`src/clce_pkg.sv`:
```
// ----------------------------------------------------------------------------
// clce_pkg
// Shared constants, operation and status codes, and the slot pool interface
// types for the circular list cursor engine.
// ----------------------------------------------------------------------------
package clce_pkg;

    localparam int CAPACITY    = 64;
    localparam int SLOT_W      = (CAPACITY > 1) ? $clog2(CAPACITY) : 1;
    localparam int COUNT_W     = $clog2(CAPACITY + 1);
    localparam int VALUE_W     = 32;
    localparam int FUNC_W      = 2;
    localparam int STATUS_W    = 2;
    localparam int COUNT_OUT_W = 7;

    localparam logic [FUNC_W-1:0] FN_INSERT = 2'd0;
    localparam logic [FUNC_W-1:0] FN_SEARCH = 2'd1;
    localparam logic [FUNC_W-1:0] FN_REMOVE = 2'd2;
    localparam logic [FUNC_W-1:0] FN_UPDATE = 2'd3;

    localparam logic [STATUS_W-1:0] ST_DONE      = 2'd0;
    localparam logic [STATUS_W-1:0] ST_NOT_FOUND = 2'd1;
    localparam logic [STATUS_W-1:0] ST_FULL      = 2'd2;

    typedef logic [SLOT_W-1:0] slot_t;

    typedef struct packed {
        logic  start;
        logic  take;
        logic  give;
        slot_t slot;
    } pool_cmd_t;

    typedef struct packed {
        logic  done;
        slot_t slot;
    } pool_resp_t;

endpackage

```
`src/clce_ram.sv`:
```
// ----------------------------------------------------------------------------
// clce_ram
// Generic single-write, single-read RAM with registered read data.
// ----------------------------------------------------------------------------
module clce_ram #(
    parameter int WIDTH = 32,
    parameter int DEPTH = 64
) (
    input  logic                                      clk,
    input  logic                                      wr_en,
    input  logic [((DEPTH > 1) ? $clog2(DEPTH) : 1)-1:0] wr_addr,
    input  logic [WIDTH-1:0]                          wr_data,
    input  logic [((DEPTH > 1) ? $clog2(DEPTH) : 1)-1:0] rd_addr,
    output logic [WIDTH-1:0]                          rd_data
);

    logic [WIDTH-1:0] mem [DEPTH];
    logic [WIDTH-1:0] rd_data_reg;

    always_ff @(posedge clk)
    begin
        if (wr_en)
        begin
            mem[wr_addr] <= wr_data;
        end
        rd_data_reg <= mem[rd_addr];
    end

    assign rd_data = rd_data_reg;

endmodule

```
`src/clce_slot_pool.sv`:
```
// ----------------------------------------------------------------------------
// clce_slot_pool
// Free-slot flags with a one-slot-per-cycle scan for the lowest free slot.
// ----------------------------------------------------------------------------
module clce_slot_pool (
    input  logic                  clk,
    input  logic                  rst_n,
    input  clce_pkg::pool_cmd_t   cmd,
    output clce_pkg::pool_resp_t  resp
);

    logic [clce_pkg::CAPACITY-1:0] free_reg;
    logic [clce_pkg::CAPACITY-1:0] free_next;
    logic                          scanning_reg;
    logic                          scanning_next;
    clce_pkg::slot_t               idx_reg;
    clce_pkg::slot_t               idx_next;

    assign resp.done = scanning_reg & free_reg[idx_reg];
    assign resp.slot = idx_reg;

    always_comb
    begin
        free_next     = free_reg;
        scanning_next = scanning_reg;
        idx_next      = idx_reg;
        if (cmd.take)
        begin
            free_next[cmd.slot] = 1'b0;
        end
        if (cmd.give)
        begin
            free_next[cmd.slot] = 1'b1;
        end
        if (cmd.start)
        begin
            scanning_next = 1'b1;
            idx_next      = '0;
        end
        else if (scanning_reg)
        begin
            if (free_reg[idx_reg])
            begin
                scanning_next = 1'b0;
            end
            else
            begin
                idx_next = idx_reg + clce_pkg::slot_t'(1);
            end
        end
    end

    always_ff @(posedge clk or negedge rst_n)
    begin
        if (!rst_n)
        begin
            free_reg     <= '1;
            scanning_reg <= 1'b0;
            idx_reg      <= '0;
        end
        else
        begin
            free_reg     <= free_next;
            scanning_reg <= scanning_next;
            idx_reg      <= idx_next;
        end
    end

endmodule

```
`src/circular_list_cursor_engine_core.sv`:
```
// ----------------------------------------------------------------------------
// circular_list_cursor_engine_core: circular linked list with head and cursor
// One item at a time; a full insert or a lookup on an empty list goes straight to the finish
// step, other items pass through the list walk and the free-slot scan, one entry or slot per
// cycle. The finish step holds until the previous result is taken; the next item can be taken
// in the cycle the result is raised.
// rst_n clears control state and frees every slot; list RAMs are not cleared.
// ----------------------------------------------------------------------------
module circular_list_cursor_engine_core (
    input  logic                                   clk,
    input  logic                                   rst_n,
    input  logic                                   in_valid,
    output logic                                   in_ready,
    input  logic [clce_pkg::FUNC_W-1:0]            func,
    input  logic signed [clce_pkg::VALUE_W-1:0]    value,
    input  logic signed [clce_pkg::VALUE_W-1:0]    new_value,
    output logic                                   out_valid,
    input  logic                                   out_ready,
    output logic [clce_pkg::STATUS_W-1:0]          status,
    output logic [clce_pkg::COUNT_OUT_W-1:0]       count
);

    typedef enum logic [7:0] {
        S_IDLE     = 8'b0000_0001,
        S_SCAN     = 8'b0000_0010,
        S_INS_LINK = 8'b0000_0100,
        S_INS_HOOK = 8'b0000_1000,
        S_WALK     = 8'b0001_0000,
        S_TAIL     = 8'b0010_0000,
        S_REM_WR   = 8'b0100_0000,
        S_FIN      = 8'b1000_0000
    } state_t;

    state_t                                 state_reg, state_next;
    logic [clce_pkg::FUNC_W-1:0]            func_reg, func_next;
    logic signed [clce_pkg::VALUE_W-1:0]    value_reg, value_next;
    logic signed [clce_pkg::VALUE_W-1:0]    new_value_reg, new_value_next;
    clce_pkg::slot_t                        head_reg, head_next;
    clce_pkg::slot_t                        cursor_reg, cursor_next;
    logic [clce_pkg::COUNT_W-1:0]           entry_count_reg, entry_count_next;
    clce_pkg::slot_t                        slot_reg, slot_next;
    clce_pkg::slot_t                        prev_reg, prev_next;
    clce_pkg::slot_t                        succ_reg, succ_next;
    clce_pkg::slot_t                        walk_slot_reg, walk_slot_next;
    logic [clce_pkg::COUNT_W-1:0]           walk_cnt_reg, walk_cnt_next;
    logic [clce_pkg::STATUS_W-1:0]          result_reg, result_next;
    logic                                   out_valid_reg, out_valid_next;
    logic [clce_pkg::STATUS_W-1:0]          status_reg, status_next;
    logic [clce_pkg::COUNT_OUT_W-1:0]       count_reg, count_next;

    clce_pkg::pool_cmd_t                    pool_cmd;
    clce_pkg::pool_resp_t                   pool_resp;

    logic                                   val_we;
    clce_pkg::slot_t                        val_waddr;
    logic [clce_pkg::VALUE_W-1:0]           val_wdata;
    logic [clce_pkg::VALUE_W-1:0]           val_rdata;
    logic                                   lnk_we;
    clce_pkg::slot_t                        lnk_waddr;
    clce_pkg::slot_t                        lnk_wdata;
    clce_pkg::slot_t                        lnk_rdata;
    clce_pkg::slot_t                        rd_addr;

    logic                                   accept;
    logic                                   hit;
    logic                                   walk_last;

    clce_ram #(
        .WIDTH (clce_pkg::VALUE_W),
        .DEPTH (clce_pkg::CAPACITY)
    ) u_values (
        .clk     (clk),
        .wr_en   (val_we),
        .wr_addr (val_waddr),
        .wr_data (val_wdata),
        .rd_addr (rd_addr),
        .rd_data (val_rdata)
    );

    clce_ram #(
        .WIDTH (clce_pkg::SLOT_W),
        .DEPTH (clce_pkg::CAPACITY)
    ) u_links (
        .clk     (clk),
        .wr_en   (lnk_we),
        .wr_addr (lnk_waddr),
        .wr_data (lnk_wdata),
        .rd_addr (rd_addr),
        .rd_data (lnk_rdata)
    );

    clce_slot_pool u_pool (
        .clk   (clk),
        .rst_n (rst_n),
        .cmd   (pool_cmd),
        .resp  (pool_resp)
    );

    assign in_ready  = (state_reg == S_IDLE);
    assign accept    = in_valid & in_ready;
    assign hit       = ($signed(val_rdata) == value_reg);
    assign walk_last = (walk_cnt_reg == entry_count_reg - clce_pkg::COUNT_W'(1));
    assign out_valid = out_valid_reg;
    assign status    = status_reg;
    assign count     = count_reg;

    always_comb
    begin
        case (state_reg)
            S_WALK, S_TAIL: rd_addr = lnk_rdata;
            S_SCAN:         rd_addr = cursor_reg;
            default:        rd_addr = head_reg;
        endcase
    end

    always_comb
    begin
        state_next       = state_reg;
        func_next        = func_reg;
        value_next       = value_reg;
        new_value_next   = new_value_reg;
        head_next        = head_reg;
        cursor_next      = cursor_reg;
        entry_count_next = entry_count_reg;
        slot_next        = slot_reg;
        prev_next        = prev_reg;
        succ_next        = succ_reg;
        walk_slot_next   = walk_slot_reg;
        walk_cnt_next    = walk_cnt_reg;
        result_next      = result_reg;
        out_valid_next   = out_valid_reg & ~out_ready;
        status_next      = status_reg;
        count_next       = count_reg;
        pool_cmd         = '0;
        val_we           = 1'b0;
        val_waddr        = slot_reg;
        val_wdata        = value_reg;
        lnk_we           = 1'b0;
        lnk_waddr        = slot_reg;
        lnk_wdata        = slot_reg;

        case (state_reg)
            S_IDLE:
            begin
                if (accept)
                begin
                    func_next      = func;
                    value_next     = value;
                    new_value_next = new_value;
                    walk_slot_next = head_reg;
                    walk_cnt_next  = '0;
                    if (func == clce_pkg::FN_INSERT)
                    begin
                        if (entry_count_reg >= clce_pkg::COUNT_W'(clce_pkg::CAPACITY))
                        begin
                            result_next = clce_pkg::ST_FULL;
                            state_next  = S_FIN;
                        end
                        else
                        begin
                            pool_cmd.start = 1'b1;
                            state_next     = S_SCAN;
                        end
                    end
                    else if (entry_count_reg == '0)
                    begin
                        result_next = clce_pkg::ST_NOT_FOUND;
                        cursor_next = head_reg;
                        state_next  = S_FIN;
                    end
                    else
                    begin
                        state_next = S_WALK;
                    end
                end
            end

            S_SCAN:
            begin
                if (pool_resp.done)
                begin
                    slot_next = pool_resp.slot;
                    val_we    = 1'b1;
                    val_waddr = pool_resp.slot;
                    if (entry_count_reg == '0)
                    begin
                        lnk_we           = 1'b1;
                        lnk_waddr        = pool_resp.slot;
                        lnk_wdata        = pool_resp.slot;
                        head_next        = pool_resp.slot;
                        cursor_next      = pool_resp.slot;
                        pool_cmd.take    = 1'b1;
                        pool_cmd.slot    = pool_resp.slot;
                        entry_count_next = entry_count_reg + clce_pkg::COUNT_W'(1);
                        result_next      = clce_pkg::ST_DONE;
                        state_next       = S_FIN;
                    end
                    else
                    begin
                        state_next = S_INS_LINK;
                    end
                end
            end

            S_INS_LINK:
            begin
                lnk_we     = 1'b1;
                lnk_waddr  = slot_reg;
                lnk_wdata  = lnk_rdata;
                state_next = S_INS_HOOK;
            end

            S_INS_HOOK:
            begin
                lnk_we           = 1'b1;
                lnk_waddr        = cursor_reg;
                lnk_wdata        = slot_reg;
                cursor_next      = slot_reg;
                pool_cmd.take    = 1'b1;
                pool_cmd.slot    = slot_reg;
                entry_count_next = entry_count_reg + clce_pkg::COUNT_W'(1);
                result_next      = clce_pkg::ST_DONE;
                state_next       = S_FIN;
            end

            S_WALK:
            begin
                if (hit)
                begin
                    slot_next   = walk_slot_reg;
                    succ_next   = lnk_rdata;
                    result_next = clce_pkg::ST_DONE;
                    case (func_reg)
                        clce_pkg::FN_REMOVE:
                        begin
                            if (entry_count_reg == clce_pkg::COUNT_W'(1))
                            begin
                                head_next        = '0;
                                cursor_next      = '0;
                                pool_cmd.give    = 1'b1;
                                pool_cmd.slot    = walk_slot_reg;
                                entry_count_next = entry_count_reg - clce_pkg::COUNT_W'(1);
                                state_next       = S_FIN;
                            end
                            else if (walk_cnt_reg == '0)
                            begin
                                walk_slot_next = lnk_rdata;
                                state_next     = S_TAIL;
                            end
                            else
                            begin
                                state_next = S_REM_WR;
                            end
                        end
                        clce_pkg::FN_UPDATE:
                        begin
                            val_we      = 1'b1;
                            val_waddr   = walk_slot_reg;
                            val_wdata   = new_value_reg;
                            cursor_next = walk_slot_reg;
                            state_next  = S_FIN;
                        end
                        default:
                        begin
                            cursor_next = walk_slot_reg;
                            state_next  = S_FIN;
                        end
                    endcase
                end
                else if (walk_last)
                begin
                    result_next = clce_pkg::ST_NOT_FOUND;
                    cursor_next = head_reg;
                    state_next  = S_FIN;
                end
                else
                begin
                    prev_next      = walk_slot_reg;
                    walk_slot_next = lnk_rdata;
                    walk_cnt_next  = walk_cnt_reg + clce_pkg::COUNT_W'(1);
                end
            end

            S_TAIL:
            begin
                if (lnk_rdata == slot_reg)
                begin
                    prev_next  = walk_slot_reg;
                    state_next = S_REM_WR;
                end
                else
                begin
                    walk_slot_next = lnk_rdata;
                end
            end

            S_REM_WR:
            begin
                lnk_we    = 1'b1;
                lnk_waddr = prev_reg;
                lnk_wdata = succ_reg;
                if (slot_reg == head_reg)
                begin
                    head_next = succ_reg;
                end
                cursor_next      = succ_reg;
                pool_cmd.give    = 1'b1;
                pool_cmd.slot    = slot_reg;
                entry_count_next = entry_count_reg - clce_pkg::COUNT_W'(1);
                state_next       = S_FIN;
            end

            S_FIN:
            begin
                if (!out_valid_reg || out_ready)
                begin
                    out_valid_next = 1'b1;
                    status_next    = result_reg;
                    count_next     = clce_pkg::COUNT_OUT_W'(entry_count_reg);
                    state_next     = S_IDLE;
                end
            end

            default:
            begin
                state_next = S_IDLE;
            end
        endcase
    end

    always_ff @(posedge clk or negedge rst_n)
    begin
        if (!rst_n)
        begin
            state_reg       <= S_IDLE;
            head_reg        <= '0;
            cursor_reg      <= '0;
            entry_count_reg <= '0;
            out_valid_reg   <= 1'b0;
        end
        else
        begin
            state_reg       <= state_next;
            head_reg        <= head_next;
            cursor_reg      <= cursor_next;
            entry_count_reg <= entry_count_next;
            out_valid_reg   <= out_valid_next;
        end
    end

    always_ff @(posedge clk)
    begin
        func_reg      <= func_next;
        value_reg     <= value_next;
        new_value_reg <= new_value_next;
        slot_reg      <= slot_next;
        prev_reg      <= prev_next;
        succ_reg      <= succ_next;
        walk_slot_reg <= walk_slot_next;
        walk_cnt_reg  <= walk_cnt_next;
        result_reg    <= result_next;
        status_reg    <= status_next;
        count_reg     <= count_next;
    end

    a_count_bound: assert property (@(posedge clk) disable iff (!rst_n)
        entry_count_reg <= clce_pkg::COUNT_W'(clce_pkg::CAPACITY))
        else $error("entry count above capacity");

    a_scan_done_in_scan: assert property (@(posedge clk) disable iff (!rst_n)
        pool_resp.done |-> (state_reg == S_SCAN))
        else $error("slot scan finished outside insert");

    a_count_change_src: assert property (@(posedge clk) disable iff (!rst_n)
        (entry_count_reg != $past(entry_count_reg)) |->
            ($past(state_reg) == S_SCAN || $past(state_reg) == S_INS_HOOK ||
             $past(state_reg) == S_WALK || $past(state_reg) == S_REM_WR))
        else $error("entry count changed outside an insert or remove step");

    a_result_from_fin: assert property (@(posedge clk) disable iff (!rst_n)
        $rose(out_valid_reg) |-> ($past(state_reg) == S_FIN))
        else $error("result raised outside the finish step");

endmodule
```
`config.mk`:
```
export PLATFORM = sky130hd
export DESIGN_NAME = circular_list_cursor_engine_core
export DESIGN_NICKNAME = d
export VERILOG_FILES = /design/src/clce_pkg.sv /design/src/clce_ram.sv /design/src/clce_slot_pool.sv /design/src/circular_list_cursor_engine_core.sv
export SDC_FILE = /design/constraint.sdc
export NUM_CORES = 2
export LEC_CHECK = 0
export BUFFER_PORTS_ARGS = -buffer_cell sky130_fd_sc_hd__buf_2
export CORE_AREA = 4 4 416 418
export DETAILED_ROUTE_END_ITERATION = 16
export DIE_AREA = 0 0 420 422
export PLACE_DENSITY = 0.79
export RECOVER_POWER = 100
export SLEW_MARGIN = 5
export SYNTH_ARGS = -nofsm -noshare
export SYNTH_HDL_FRONTEND = slang
export SYNTH_SLANG_ARGS = --single-unit
```
`constraint.sdc`:
```
create_clock -name clk -period 7.3 [get_ports clk]
set_input_delay 1.46 -clock clk [delete_from_list [all_inputs] [get_ports clk]]
set_output_delay 1.46 -clock clk [all_outputs]
set_load 0.02 [all_outputs]
```
Word-level counts from Yosys, hierarchy flattened
Memories as Yosys holds them, arrays and structs flattened. A register that Yosys moved wholly into a read port is not among the register bits. Index checks and enable logic that the tools add are counted.

Logic and storage cells: 215. Bits of input ports: 70. Register bits after elaboration: 207. Latch bits: 0. Memories: 2. Bits in writable memories: 2432. Output and inout bits: 11. Memory bits (read-only): 0.

Memory list: u_values.mem (depth 64, width 32, rd ports 1, clocked after Yosys merged registers in 1, write ports 1, line clce_ram.sv:17) `logic [WIDTH-1:0] mem [DEPTH];`; u_links.mem (depth 64, width 6, rd ports 1, clocked after Yosys merged registers in 1, write ports 1, line clce_ram.sv:17).

Shift operators: 0. Mux-type cells: 110. Bitwise gates (word level): 7. Div/mod/pow operators: 0. $add $sub $neg: 4. Reductions and logical operators: 31. Magnitude comparators: 4. Eq/ne operators: 38. $mul: 0.

Operators with widths (count): two-way mux 6 bit (33); two-way mux 64 bit (2); two-way mux 32 bit (3); two-way mux 8 bit (12); case mux 6 bit (3 select lines) (5); two-way mux 7 bit (12); AND 64 bit (1); NOT 64 bit (1); OR 64 bit (1); case mux 8 bit (7 select lines) (1); case mux 6 bit (2 select lines) (4); == test 32 bit (1); case mux 6 bit (5 select lines) (1); case mux 7 bit (4 select lines) (1); != test 2 bit (second input constant) (12); AND reduction 7 bit (3); two-way mux 1 bit (20); two-way mux 2 bit (8); adder 7 x 1 -> 7 bit (second input constant) (2); logical NOT 7 bit (2); less-than comparator 6 x 7 -> 1 bit (second input constant) (2); case mux 7 bit (2 select lines) (1); == test 6 bit (2); != test 3 bit (second input constant) (4); other kinds (40) (60).

Depth between registers and ports, before layout
Depth in word-level cells: 14. Depth in mapped cells: 15. Depth with buffers taken out: 11.

Hierarchy
A second synthesis with hierarchy kept.

Cell total of the unflattened synthesis: 5002. Area, all modules: 104609.1 µm².

Modules (own cells, without submodules): clce_ram at u_values (instances 1, area an instance 78515.3 µm², cells each 3324, seq. area each 62139.6 µm²); clce_ram at u_links (instances 1, area an instance 15205.8 µm², cells each 729, seq. area each 11651.2 µm²); circular_list_cursor_engine_core (instances 1, area an instance 7319.5 µm², cells each 618, seq. area each 3945.0 µm²); clce_slot_pool (instances 1, area an instance 3568.4 µm², cells each 331, seq. area each 1856.8 µm²).

Least setup slack after synthesis
No wires, ideal clock.

Kind: register to register. From: register state_reg[7]. To: memory u_values.mem[12][0] (enable). Library setup time: 461 ps. Data required time: 6839 ps. Arrival time: 4886 ps. Stages on the path, launching flop included: 11. Path slack: 1953 ps. Period minus slack after synthesis: 5347 ps. Buffers on the path: 2. Cell sequence: dfrtp_1 -> or3_1 -> nor2_1 -> nand3b_1 -> or4_1 -> clkbuf_1 -> mux2i_1 -> a221oi_1 -> nand2b_1 -> clkbuf_1 -> nor3_1.

Cells in the longest elaborated chain, start to end: 4. Elaborated cells between the ends (all ways): 6. Those cells by class: eq/ne: 2; mux: 4.

Ends and longest elaborated chain: from (decl) (line circular_list_cursor_engine_core.sv:34) `state_t state_reg, state_next;`; from (signal assigned) (line circular_list_cursor_engine_core.sv:343) `state_reg <= state_next;`; == test 8 x 5 -> 1 bit or == test 8 x 2 -> 1 bit (tied branches) (line circular_list_cursor_engine_core.sv:142) `case (state_reg)`; case mux 1 bit (2 select lines) (line circular_list_cursor_engine_core.sv:142); two-way mux 1 bit (line clce_ram.sv:22) `if (wr_en)`; two-way mux 1 bit (implied by the code) (line clce_ram.sv:24) `mem[wr_addr] <= wr_data;`; to (decl) (line clce_ram.sv:17).

Several ways; a longest one is shown, not always the timed one.

Worst setup path after layout
From: register value_reg[20] (netlist bit). To: memory u_values.mem[25][26] (data pin).

Cells in the longest elaborated chain, start to end: 3.

Ends and longest elaborated chain: from (decl) (line circular_list_cursor_engine_core.sv:36) `logic signed [clce_pkg::VALUE_W-1:0] value_reg, value_next;`; from (signal assigned) (line circular_list_cursor_engine_core.sv:354) `value_reg <= value_next;`; == test 32 bit (line circular_list_cursor_engine_core.sv:101) `assign hit = ($signed(val_rdata) == value_reg);`; two-way mux 32 bit (line circular_list_cursor_engine_core.sv:228) `if (hit)`; two-way mux 32 bit (line circular_list_cursor_engine_core.sv:142); named net u_values.wr_data[26] (line clce_ram.sv:12) `input logic [WIDTH-1:0] wr_data,`.

The timed path passes the listed nets, and every way through them passes these cells.

==> out/qor.yml <==
antenna_left: 0
switching_power_mw: 23.4
timing.slew.headroom: -1.67
antenna_found_initial: 30
wl_met2_mm: 141
worst_ir_drop_vdd_v: 0.000949
fin_tns_setup_ns: 0
timing_max_transition_violations_final: 2534
fin_crit_sh: 0.899
first_global_vias: 66600
mappedNetlistArea_mm2: 0.106
setup.worst_path.end: "u_values.mem[25][26]"
synth.area.top_cells: "edfxtp_1 (72%), nand2_1 (5.6%), mux2i_1 (4.2%), nand3_1 (2.5%), dfstp_2 (1.6%)"
detailroute.via_count: 69300
row_count: 151
placed_area_mm2: 0.110
yosysMostFrequentCell: "edfxtp_1"
clock_path_buffers: 4
combPwrFrac: 0.417
layout_min_cycle_time_ns: 6.56
grt.total_usage: 0.355
postSynthCellCount: 7473
dp_hpwl_mm: 186
drtIter0Drc: 13000
cellInternalPower_mw: 32.7
crit-reg2reg-capture: "u_values.mem[25][26]"
critical_path_required_ns: 7.39
largest_register_ff_count: 2048
run_status: "finished, violations left"
worst_clock_skew_ns: 0.0787
core_mm2: 0.169
report.final.setup_viol: 0
cts_setup_buffers: 0
grt_start_max_net_pins: 132
routed_wirelength_mm: 318
setup.worst_path.start_class: "flop"
timing.critical_path.arrival_ns: 6.66
synth.lib_cells_used.distinct: 91
insertion_delay_ns: 0.93
die-area_mm2: 0.177
wirelength_met1_mm: 108
number_of_cells_on_the_worst_reg_to_reg_path: 9
met3RoutedLength_mm: 44.5
max_cap_viol_count: 43
path_max_fanout: 64
nets: 7663
synth_flop_cell: "edfxtp_1"
placement.setup.worst_slack_ns: 1.61
drive_gt1_frac: 0.103
max_freq_mhz: 152
synth-async-reset-ratio: 0.0370
design_area_mm2: 0.118
max_slew.worst_pin.slew_ns: 4.00
globalplace.congestion: 0.965
postCtsHoldBufs: 0
power.leakage_nw: 40.2
cts.reportedPaths.clkPinSlew_ns: 0.06
critical_path.startpoint: "value_reg[20]"
die_y_um: 422
cts.sink_count: 2677
top_routing_layer_in_use: "met5"
grt_first_pass_wirelength_mm: 454
rsz0062_at_grt: "false"
violations: "capacitance limit, slew limit"
die-width_um: 420
detail_route.drc_violations: 0
cts_made_buffers: 276
min_path_type: "flop to flop"
criticalPathCategory: "flop to flop"
detail_route.first_pass.iterations: 9
synth_sequential_area_ratio: 0.749
globalRoute.totalOverflow: 0
power_switching_share: 0.417
synth_top_cell_area_share: 0.718
root_buffer: "clkbuf_16"
avgRoutedWirePerCell_um: 31.8
clock_power_share: 0.241
initial_utilization: 0.629
synth_area_leader_cell: "edfxtp_1"
power_density_over_cell_area_mw_per_mm2: 475
place.port_buffers: 80
worst_setup_path_end_kind: "flop"
avgSynthCellArea_um2: 14.2
htree_num_levels: 5
vias_per_cell: 6.93
synth-seq-cells: 2677
finalWorstSetupSlack_ns: 0.737
cts-resized-gates: 0
finalHoldViolations: 0
synth-edff-count: 2540
worst_r2r_startpoint: "value_reg[20]"
io_pins: 81
seq_power_share: 0.342
area_overhead_vs_synth_pct: 11.1
cts_tree: "done"
rrSetupSlack_ns: 0.74
net_count_after_synthesis: 7550
yosysWarnings: 0
netlist_top_cells_count: "edfxtp_1 (2540), nand2_1 (1578), nand3_1 (525), mux2i_1 (444), o21ai_0 (291)"
==> kinds of logic after synthesis <==
family,after synthesis,share of synthesized area
AOI/OAI and AO/OA,1072,0.0660
xor gates and xnor gates,70,0.00603
adders and majority gates,7,0.000824
buffers and inverters,475,0.0201
DFF,2677,0.749
muxes,493,0.0483
and+or+nand+nor,2679,0.110
==> power by group through the flow <==
stage | registers [mW] | logic (mW) | clock network, mW
final | 19.2 | 23.4 | 13.5
after global routing | 19.2 | 24.0 | 14.2
after global placement | 19.2 | 21.9 | 0
after floorplan | 19.0 | 13.3 | 0
after detailed placement | 19.3 | 22.4 | 0
after CTS | 18.9 | 22.6 | 13.5
==> layout by cell type, fill, tap and decap left out, types with 117 or more instances in the layout <==
| master | instances |
|---|---|
| edfxtp_1 | 2540 |
| nand2_1 | 1559 |
| nand3_1 | 525 |
| mux2i_1 | 444 |
| clkbuf_16 | 284 |
| o21ai_0 | 282 |
| o22ai_1 | 227 |
| nor2_1 | 160 |
| a31oi_1 | 150 |
| clkbuf_1 | 119 |
| nand4_1 | 117 |
==> worst min-delay path by stage <==
stage	end	slack, ns	cells after the start	startpoint
3_3_place_gp	status[0]	0.41	0	result_reg[0]
4_1_cts	status[1]	0.42	0	result_reg[1]
5_1_grt	status[0]	0.44	0	result_reg[0]
6_report	status[1]	0.42	0	result_reg[1]
2_1_floorplan	status[0]	0.40	0	result_reg[0]
3_5_place_dp	status[1]	0.41	0	result_reg[1]
==> through the flow <==
step	total power [mW]	hold WS, ns	std cells	util
after floorplan	32.3	0.400	7473	-
after global placement	41.2	0.406	9523	0.651
after detailed placement	41.6	0.409	9524	0.651
after CTS	55.0	0.423	9983	0.701
after global routing	57.4	0.442	9986	0.698
final	56.1	0.420	10000	0.698
==> per-layer routing <==
metal | vias to the layer above | GRT usage
met5 | - | 0
met1 | 34000 | 0.465
met3 | 1106 | 0.0995
li1 | 28600 | -
met4 | 12 | 0.227
met2 | 5551 | 0.526
==> area by class of cell <==
cell class | instances | area [µm²]
Antenna cell | 15 | 37.5
Clock buffer | 342 | 7390
Clock inverter | 117 | 1090
Fill cell | 10500 | 51000
Inverter | 25 | 93.8
Multi-Input combinational cell | 4321 | 25100
Sequential cell | 2677 | 79600
Tap cell | 2218 | 2780
Timing Repair Buffer | 285 | 2010
==> worst max-delay path, stage by stage (launching register included) <==
cell      delay (ns)
edfxtp_1        0.42
xor2_1          0.16
nor4_1          0.41
nand4_1         0.50
or2_0           0.55
nor3_2          0.21
buf_4           0.39
nand2_1         0.10
nand2_1         0.10
clkbuf_1        2.76
(Power assumes the default switching activity.)
